[src/hdl/hicdf_ram.sv]
// Generic simple dual-port RAM: one write port, one read port, registered read.
// No dependencies.
`default_nettype none
module hicdf_ram #(
  parameter int WIDTH = 8,
  parameter int DEPTH = 16
) (
  input  wire logic                     clk,
  input  wire logic                     we,
  input  wire logic [$clog2(DEPTH)-1:0] waddr,
  input  wire logic [WIDTH-1:0]         wdata,
  input  wire logic [$clog2(DEPTH)-1:0] raddr,
  output logic      [WIDTH-1:0]         rdata
);

  logic [WIDTH-1:0] mem [DEPTH];

  // Write and registered read.
  always_ff @(posedge clk) begin
    if (we) begin
      mem[waddr] <= wdata;
    end
    rdata <= mem[raddr];
  end

endmodule
`default_nettype wire

[config.mk]
export PLATFORM = sky130hd
export DESIGN_NAME = hicdf_ram
export DESIGN_NICKNAME = d
export VERILOG_FILES = /design/src/hdl/hicdf_ram.sv
export SDC_FILE = /design/constraint.sdc
export NUM_CORES = 1
export LEC_CHECK = 0
export BUFFER_PORTS_ARGS = -buffer_cell sky130_fd_sc_hd__clkbuf_2
export CORE_ASPECT_RATIO = 1.1
export CORE_MARGIN = 5
export CORE_UTILIZATION = 35
export CTS_CLUSTER_DIAMETER = 40
export DETAILED_ROUTE_END_ITERATION = 8
export PLACE_DENSITY_LB_ADDON = 0.12
export SYNTH_ARGS = -nofsm -noshare
export SYNTH_HDL_FRONTEND = slang
export SYNTH_SLANG_ARGS = --single-unit
[constraint.sdc]
create_clock -name clk -period 3.1 [get_ports clk]
set_clock_uncertainty 0.15 [all_clocks]
set_input_delay 0.31 -clock clk [delete_from_list [all_inputs] [get_ports clk]]
set_output_delay 0.31 -clock clk [all_outputs]
set_load 0.01 [all_outputs]
==> impl_metrics.py, run 1 <==
metrics = {
    "yosys": {
        "syn_area_mm2": 0.00515,
        "synth_area_leader_cell": "edfxtp_1",
        "synth_top_cell_area_share_pct": 74.7,
        "ys_seq_area_share_pct": 77.8,
        "synth_warnings": 0,
        "synth.distinct_cells": 19,
        "synth_nets": 247,
        "ys_ff_latch": 136,
        "syn_avg_cell_area_um2": 22.5,
        "syn_inst": 229,
        "ys_top_cells_by_area": "edfxtp_1 (75%), mux4_2 (7.9%), mux4_1 (7.1%)",
    },
    "drt": {
        "wl_per_cell_um": 21.6,
        "wl_um": 10400,
        "postRouteAntennaNets": 0,
        "vias": 2372,
        "via_per_inst": 4.91,
        "dr.pass1.iters": 4,
        "detail_route.iter0.violations": 125,
        "post-route-drc-count": 0,
    },
    "power": {
        "finalPower_uw": 4230,
        "p_per_area_mw_per_mm2": 688,
        "vdd_ir_drop_max_uv": 343,
        "p_leak_uw": 0.00207,
    },
    "placed_design": {
        "dp_slack_ns": 1.09,
        "place.gp.congestion": 0.685,
        "hpwlAfterDp_um": 6600,
        "numPortBuffers": 25,
    },
    "grt": {
        "grt_max_degree": 33,
        "grt_first_pass_wirelength_um": 15900,
        "antenna_found_initial": 0,
        "grt.overflow.total": 0,
        "grt_pass1_vias": 2506,
        "track_usage_pct": 13.2,
    },
    "floorplan": {
        "die_w_um": 126,
        "num_rows": 46,
        "die-area_mm2": 0.0172,
        "initial_utilization_pct": 35.6,
        "coreArea_mm2": 0.0144,
        "ioPinCount": 26,
        "die_h_um": 137,
    },
    "clock_tree": {
        "htreeDepth": 4,
        "insertion_delay_ns": 0.41,
        "path_clk_slew_ns": 0.05,
        "hold_buffers": 0,
        "cts_buffer_depth": 2,
        "cts_tree": "done",
        "cts_root_buffer": "clkbuf_16",
        "clock_sinks": 136,
        "post_cts_resized": 0,
        "postCtsSetupRepairBufs": 0,
        "numCtsBuffers": 17,
    },
    "sta": {
        "worst_pin_slew_ns": 0.849,
        "finalWorstSetupSlack_ns": 1.51,
        "hold_violations": 0,
        "min_period_ns": 1.59,
        "setup-tns-final_ns": 0,
        "max_freq_mhz": 630,
        "rsz0062_at_grt": "no",
        "period_share_pct": 51.2,
        "maxSlewHeadroom_pct": 43.2,
        "maxSlewViolCount": 0,
        "setup_viol": 0,
    },
    "setup_path": {
        "rr_startpoint": "mem[1][3]",
        "worstSetupPathType": "flop to flop",
        "r2r_end": "rdata[3]",
        "ff2ff_setup_slack_ns": 1.51,
        "end_kind": "flop",
        "worstRegToRegCells": 3,
        "crit_fanout": 1,
        "cp-start-kind": "flop",
        "crit_arrival_ns": 1.73,
        "cp.required_ns": 3.24,
    },
    "outcome": {
        "status": "finished clean",
    },
    "layout": {
        "fillerInstances": 1274,
        "drive_gt1_share_pct": 28.9,
        "syn_to_final_growth_pct": 19.5,
        "final_nets": 296,
        "seq_area_mm2": 0.00400,
        "n_antenna_cell": 0,
        "multi_input_area_mm2": 0.00106,
    },
    "run": {
        "cap_violations": 0,
    },
    "min_path": {
        "holdPathEnd": "mem[5][2]",
        "holdCritStartpoint": "wdata[2]",
        "whs_path_depth": 1,
        "min_path_type": "input pin to flop",
    },
}
power breakdown:
group	internal (uW)	leakage (uW)	switching, uW
sequential	2060	0.00122	10.9
combinational	80.8	0.000563	113
clock	1290	0.000286	676
metrics by stage:
| stage | instances | util, % | hold WS, ns | instance area (um2) |
|---|---|---|---|---|
| 2_1_floorplan | 229 | - | 0.259 | 5150 |
| 3_3_place_gp | 451 | 38.5 | 0.507 | 5560 |
| 3_5_place_dp | 451 | 38.5 | 0.505 | 5560 |
| 4_1_cts | 483 | 42.6 | 0.178 | 6150 |
| 5_1_grt | 483 | 42.6 | 0.204 | 6150 |
| 6_report | 483 | 42.6 | 0.179 | 6150 |
final cells by class:
class	count	area share [%]
clock buffer	29	8.46
clock inverter	3	1.06
multi-input combinational	83	17.2
sequential	136	65.1
tap	192	3.91
timing repair buffer	40	4.27
routing by layer:
layer	global-route usage, %	routed length, um	vias up
met1	17.5	4910	1224
li1	-	-	1078
met4	6.33	170	0
met2	20.4	4980	56
met5	0	0	-
met3	3.76	341	14
cells by family (layout without fill, tap and decap cells):
family | after synthesis | count (layout) | synth area share, %
AND/OR/NAND/NOR | 35 | 35 | 3.18
buffers and inverters | 10 | 72 | 1.68
flip-flops | 136 | 136 | 77.8
multiplexers | 32 | 32 | 15.0
AO/OA/AOI/OAI | 16 | 16 | 2.33
Yosys cell counts:
cell type / instances
clkdlybuf4s25_2: 3
or3b_2: 1
nor2b_1: 1
nor2_1: 13
buf_2: 3
mux4_2: 18
nand2_1: 9
dfxtp_1: 8
mux4_1: 14
buf_4: 1
edfxtp_1: 128
nor3_1: 4
a22oi_1: 16
and2b_1: 1
buf_6: 3
nand3b_1: 2
nand2b_1: 2
and2_1: 1
nand3_1: 1
state kept, by name, summed over array words and instances (netlist names):
name,flops
rdata,8
mem,128
worst max-delay path, cell delays in order, from the launching register on:
cell and delay [ns]:
edfxtp_1 0.39, mux4_1 0.52, a22oi_1 0.31, nand2_1 0.10
worst max-delay path by stage:
| stage | cells past startpoint | startpoint | endpoint |
|---|---|---|---|
| finish | 3 | mem[1][3] | rdata[3] |
| global route | 5 | raddr[1] | rdata[1] |
| CTS | 3 | mem[1][3] | rdata[3] |
| detailed placement | 5 | raddr[0] | rdata[3] |
| global placement | 5 | raddr[1] | rdata[5] |
| floorplan | 2 | waddr[2] | mem[0][0] |
cell usage in the layout, fill, tap and decap left out, types with 4 or more instances in the layout:
cell type,instances
mux4_1,14
nand2_1,9
edfxtp_1,128
a22oi_1,16
nor2_1,13
dfxtp_1,8
clkbuf_8,5
clkbuf_16,17
buf_4,13
clkbuf_2,25
nor3_1,4
mux4_2,18
clkbuf_1,7
(Power assumes the default switching activity.)
==> run 2: changes to the inputs <==
clock period = 1.47 ns   (was 3.1 ns; I/O delays follow)
==> run 2 against run 1 <==
The run now ends with setup timing left; final area rose by 4.6%; routed wire length up 5.1%; worst hold slack got worse by 0.16 ns; setup slack worse by 1.5 ns; core utilization increased by 1.9 points; die area stayed put; clock-buffer cell count is 8 lower; critical path depth grew 1; first-iteration DRC count rose by 98%; global-route usage up 0.76 points; combinational power increased by 140%; clock power rose by 120%; critical path type unchanged; critical endpoint is now rdata[1]; largest power group unchanged.
==> impl_metrics.py, run 2 (same netlist as run 1, synthesis figures left out) <==
metrics = {
    "drt": {
        "wl_per_cell_um": 21.5,
        "post-route-drc-count": 0,
        "via_per_inst": 4.86,
        "wl_um": 10900,
        "vias": 2479,
        "detail_route.iter0.violations": 248,
        "dr.pass1.iters": 4,
        "postRouteAntennaNets": 0,
    },
    "min_path": {
        "min_path_type": "input pin to flop",
        "whs_path_depth": 1,
    },
    "run": {
        "cap_violations": 0,
    },
    "grt": {
        "antenna_found_initial": 0,
        "track_usage_pct": 14.0,
        "grt_first_pass_wirelength_um": 17100,
        "grt.overflow.total": 0,
        "grt_max_degree": 25,
        "grt_pass1_vias": 2691,
    },
    "layout": {
        "largest_register_ffs": 128,
        "final_util_pct": 44.5,
        "drive_gt1_share_pct": 39.9,
        "n_antenna_cell": 0,
        "top_register": "mem",
        "syn_to_final_growth_pct": 24.9,
        "final_common_cell": "edfxtp_1",
        "layout_common_cells": "edfxtp_1 (128), buf_4 (37), clkbuf_2 (25), mux4_2 (22), clkbuf_16 (17)",
        "fin_area_mm2": 0.00643,
        "final_nets": 323,
        "reg_top3": "mem x128, rdata x8",
    },
    "setup_path": {
        "end_kind": "flop",
        "crit_arrival_ns": 1.64,
        "path_cells": "mux4_2 -> a22oi_2 -> buf_4 -> nand2_2",
        "ff2ff_setup_slack_ns": -0.03,
        "critical-path-top-delay-family": "multiplexers",
        "worstSetupPathType": "flop to flop",
        "max_stage_delay_ns": 0.50,
        "cp.depth": 4,
        "crit_slowest_cell": "mux4_2",
        "cp-start-kind": "flop",
        "path_buf_inv": 1,
        "cp.required_ns": 1.61,
        "worstRegToRegCells": 4,
        "crit_fanout": 1,
    },
    "sta": {
        "hold_violations": 0,
        "worst_hold_slack_ns": 0.0178,
        "maxSlewHeadroom_pct": 35.4,
        "rsz0062_at_grt": "yes",
        "min_period_ns": 1.50,
        "maxSlewViolCount": 0,
        "worst_pin_slew_ns": 0.965,
        "max_freq_mhz": 668,
        "setup-tns-final_ns": -0.0276,
        "finalWorstSetupSlack_ns": -0.0276,
        "setup_viol": 1,
        "period_share_pct": 102,
    },
    "clock_tree": {
        "cts_root_buffer": "clkbuf_16",
        "insertion_delay_ns": 0.41,
        "path_clk_slew_ns": 0.06,
        "htreeDepth": 4,
        "postCtsSetupRepairBufs": 0,
        "cts_buffer_depth": 2,
        "cts_tree": "done",
        "numCtsBuffers": 17,
        "hold_buffers": 0,
        "clock_sinks": 136,
    },
    "power": {
        "p_per_area_mw_per_mm2": 1420,
        "p_leak_uw": 0.00221,
        "vdd_ir_drop_max_uv": 792,
    },
    "floorplan": {
        "num_rows": 46,
        "ioPinCount": 26,
        "die_w_um": 126,
        "coreArea_mm2": 0.0144,
        "die_h_um": 137,
        "die-area_mm2": 0.0172,
        "initial_utilization_pct": 35.6,
    },
    "placed_design": {
        "hpwlAfterDp_um": 7290,
        "dpl-instance-area_mm2": 0.00582,
        "numPortBuffers": 25,
        "place.gp.congestion": 0.711,
        "dp_slack_ns": -0.304,
    },
    "outcome": {
        "status": "complete, but fails checks",
        "violations": "setup timing",
    },
}
## run 2: area by class of cell
| class | instances | area, um2 |
|---|---|---|
| sequential | 136 | 4000 |
| multi-input combinational | 83 | 1070 |
| fill | 1253 | 8020 |
| timing repair buffer | 67 | 503 |
| clock inverter | 11 | 149 |
| clock buffer | 21 | 460 |
| tap | 192 | 240 |
## run 2: per-stage QoR
stage / power [uW] / std cells
after floorplan: 4670 / 229
after global routing: 9480 / 510
after CTS: 9230 / 510
after global placement: 4920 / 478
final: 9140 / 510
after detailed placement: 4920 / 478
## run 2: repair_timing
action                                  CTS  global route
resized for setup                         4             4
endpoints found under the setup margin    2             8
hold endpoints to repair                  0             0
pin swaps                                 1             0
## run 2: worst paths after layout
| check | startpoint | to |
|---|---|---|
| worst max-delay path | mem[3][1] | rdata[1] |
| worst min-delay path | wdata[5] | mem[5][5] |
| worst max register to register | mem[3][1] | rdata[1] |
| worst min register to register | mem[15][5] | rdata[5] |
## run 2: layer usage
metal  part of all wire [%]  global-route usage (%)  vias to the layer above
met5                      0                       0                        -
met4                    1.1                    4.70                        0
met3                    4.2                    3.92                       11
met2                     48                    21.6                       62
met1                     47                    19.4                     1276
li1                       -                       -                     1130
## run 2: worst reg2reg max path, cell delays in order, from the launching register on
cell and delay [ns]:
edfxtp_1 0.37, mux4_2 0.50, a22oi_2 0.18, buf_4 0.14
nand2_2 0.04
## run 2: report_power, final
| group | total (uW) | leakage, uW | switching (uW) | internal, uW |
|---|---|---|---|---|
| Combinational | 475 | 0.000698 | 256 | 219 |
| Clock | 4310 | 0.000290 | 1550 | 2760 |
| Sequential | 4360 | 0.00122 | 27.4 | 4340 |
| Total | 9140 | 0.00221 | 1830 | 7320 |
==> run 3: changes to the inputs <==
CELL_PAD_IN_SITES_DETAIL_PLACEMENT = 2   (was unset)
CELL_PAD_IN_SITES_GLOBAL_PLACEMENT = 2   (was unset)
==> run 3 against run 2 <==
The run still ends with setup timing left; setup slack better by 0.011 ns; clock-buffer cell count down 3; fmax up 0.77%; largest cell class unchanged; register-to-register slack about the same; via count down 0.28%.
==> impl_metrics.py, run 3 (same netlist as run 1, synthesis figures left out) <==
metrics = {
    "setup_path": {
        "crit_arrival_ns": 1.63,
        "crit_fanout": 1,
        "cp.required_ns": 1.61,
        "worstSetupPathType": "flop to flop",
        "end_kind": "flop",
        "cp-start-kind": "flop",
    },
    "floorplan": {
        "die_h_um": 137,
        "die-area_mm2": 0.0172,
        "die_w_um": 126,
        "coreArea_mm2": 0.0144,
        "ioPinCount": 26,
        "initial_utilization_pct": 35.6,
        "num_rows": 46,
    },
    "drt": {
        "wl_per_cell_um": 23.9,
        "dr.pass1.iters": 4,
        "via_per_inst": 4.95,
        "postRouteAntennaNets": 0,
        "wl_um": 11900,
        "post-route-drc-count": 0,
        "detail_route.iter0.violations": 279,
        "vias": 2472,
    },
    "sta": {
        "worst_hold_slack_ns": 0.0258,
        "setup-tns-final_ns": -0.0161,
        "worst_pin_slew_ns": 1.12,
        "max_freq_mhz": 673,
        "min_period_ns": 1.49,
        "rsz0062_at_grt": "yes",
        "period_share_pct": 101,
        "setup_viol": 1,
        "hold_violations": 0,
        "maxSlewHeadroom_pct": 25.0,
        "maxSlewViolCount": 0,
        "finalWorstSetupSlack_ns": -0.0161,
    },
    "outcome": {
        "status": "complete, but fails checks",
        "violations": "setup timing",
    },
    "placed_design": {
        "dpl-instance-area_mm2": 0.00571,
        "numPortBuffers": 25,
        "hpwlAfterDp_um": 7790,
        "dp_slack_ns": -0.344,
        "place.gp.congestion": 0.680,
    },
    "layout": {
        "layout_common_cells": "edfxtp_1 (128), buf_4 (28), clkbuf_2 (25), mux4_2 (24), clkbuf_16 (17)",
        "reg_top3": "mem x128, rdata x8",
        "top_register": "mem",
        "n_antenna_cell": 0,
        "fin_area_mm2": 0.00629,
        "final_util_pct": 43.6,
        "final_nets": 312,
        "final_common_cell": "edfxtp_1",
        "largest_register_ffs": 128,
        "syn_to_final_growth_pct": 22.2,
        "drive_gt1_share_pct": 38.8,
    },
    "clock_tree": {
        "htreeDepth": 4,
        "path_clk_slew_ns": 0.06,
        "numCtsBuffers": 17,
        "cts_tree": "done",
        "clock_sinks": 136,
        "cts_buffer_depth": 2,
        "postCtsSetupRepairBufs": 0,
        "cts_root_buffer": "clkbuf_16",
        "insertion_delay_ns": 0.41,
    },
    "grt": {
        "grt_max_degree": 18,
        "grt_first_pass_wirelength_um": 18100,
        "track_usage_pct": 15.0,
        "antenna_found_initial": 0,
        "grt_pass1_vias": 2790,
        "grt.overflow.total": 0,
    },
    "power": {
        "p_leak_uw": 0.00211,
        "vdd_ir_drop_max_uv": 912,
        "p_per_area_mw_per_mm2": 1410,
    },
    "run": {
        "cap_violations": 0,
    },
    "min_path": {
        "min_path_type": "input pin to flop",
    },
}
==> run 3: through the flow <==
| stage | cells | power, uW |
|---|---|---|
| 5_1_grt | 499 | 9200 |
| 2_1_floorplan | 229 | 4670 |
| 3_3_place_gp | 467 | 4900 |
| 6_report | 499 | 8850 |
| 3_5_place_dp | 467 | 4920 |
| 4_1_cts | 499 | 8960 |
==> run 3: final timing paths <==
path / startpoint / endpoint / slack [ns] / cells past startpoint
worst min-delay path: wdata[6] / mem[10][6] / 0.03 / 1
worst max register to register: mem[8][4] / rdata[4] / -0.02 / 3
worst max-delay path: mem[8][4] / rdata[4] / -0.02 / 3
worst min register to register: mem[4][3] / rdata[3] / 0.51 / 3
==> run 3: repair_timing <==
action | CTS | global route
resized for setup | 11 | 3
pin swaps | 5 | 1
hold buffers | 0 | 0
setup endpoints to repair | 7 | 5
==> run 3: report_power, final <==
part	leakage, uW	switching (uW)	internal [uW]
Clock	0.000254	1550	2460
Sequential	0.00122	32.0	4340
Combinational	0.000628	263	206
==> run 3: routing by layer <==
| layer | global-route usage [%] | routed length, um | share of wire [%] | vias up |
|---|---|---|---|---|
| met2 | 24.9 | 6000 | 50 | 41 |
| met3 | 3.76 | 355 | 3.0 | 10 |
| met1 | 19.2 | 5390 | 45 | 1319 |
| met4 | 5.60 | 158 | 1.3 | 0 |
| met5 | 0 | 0 | 0 | - |
| li1 | - | - | - | 1102 |
==> run 3: critical path: stages, from the launching register on <==
cell and delay, ns:
edfxtp_1 0.39, mux4_2 0.49, a22oi_2 0.23, nand2_1 0.10
==> run 3: area by class of cell <==
cell class,instances,area [um2]
clock buffer,18,429
clock inverter,14,134
fill,1332,8150
multi-input combinational,83,1090
sequential,136,4000
tap,192,240
timing repair buffer,56,395
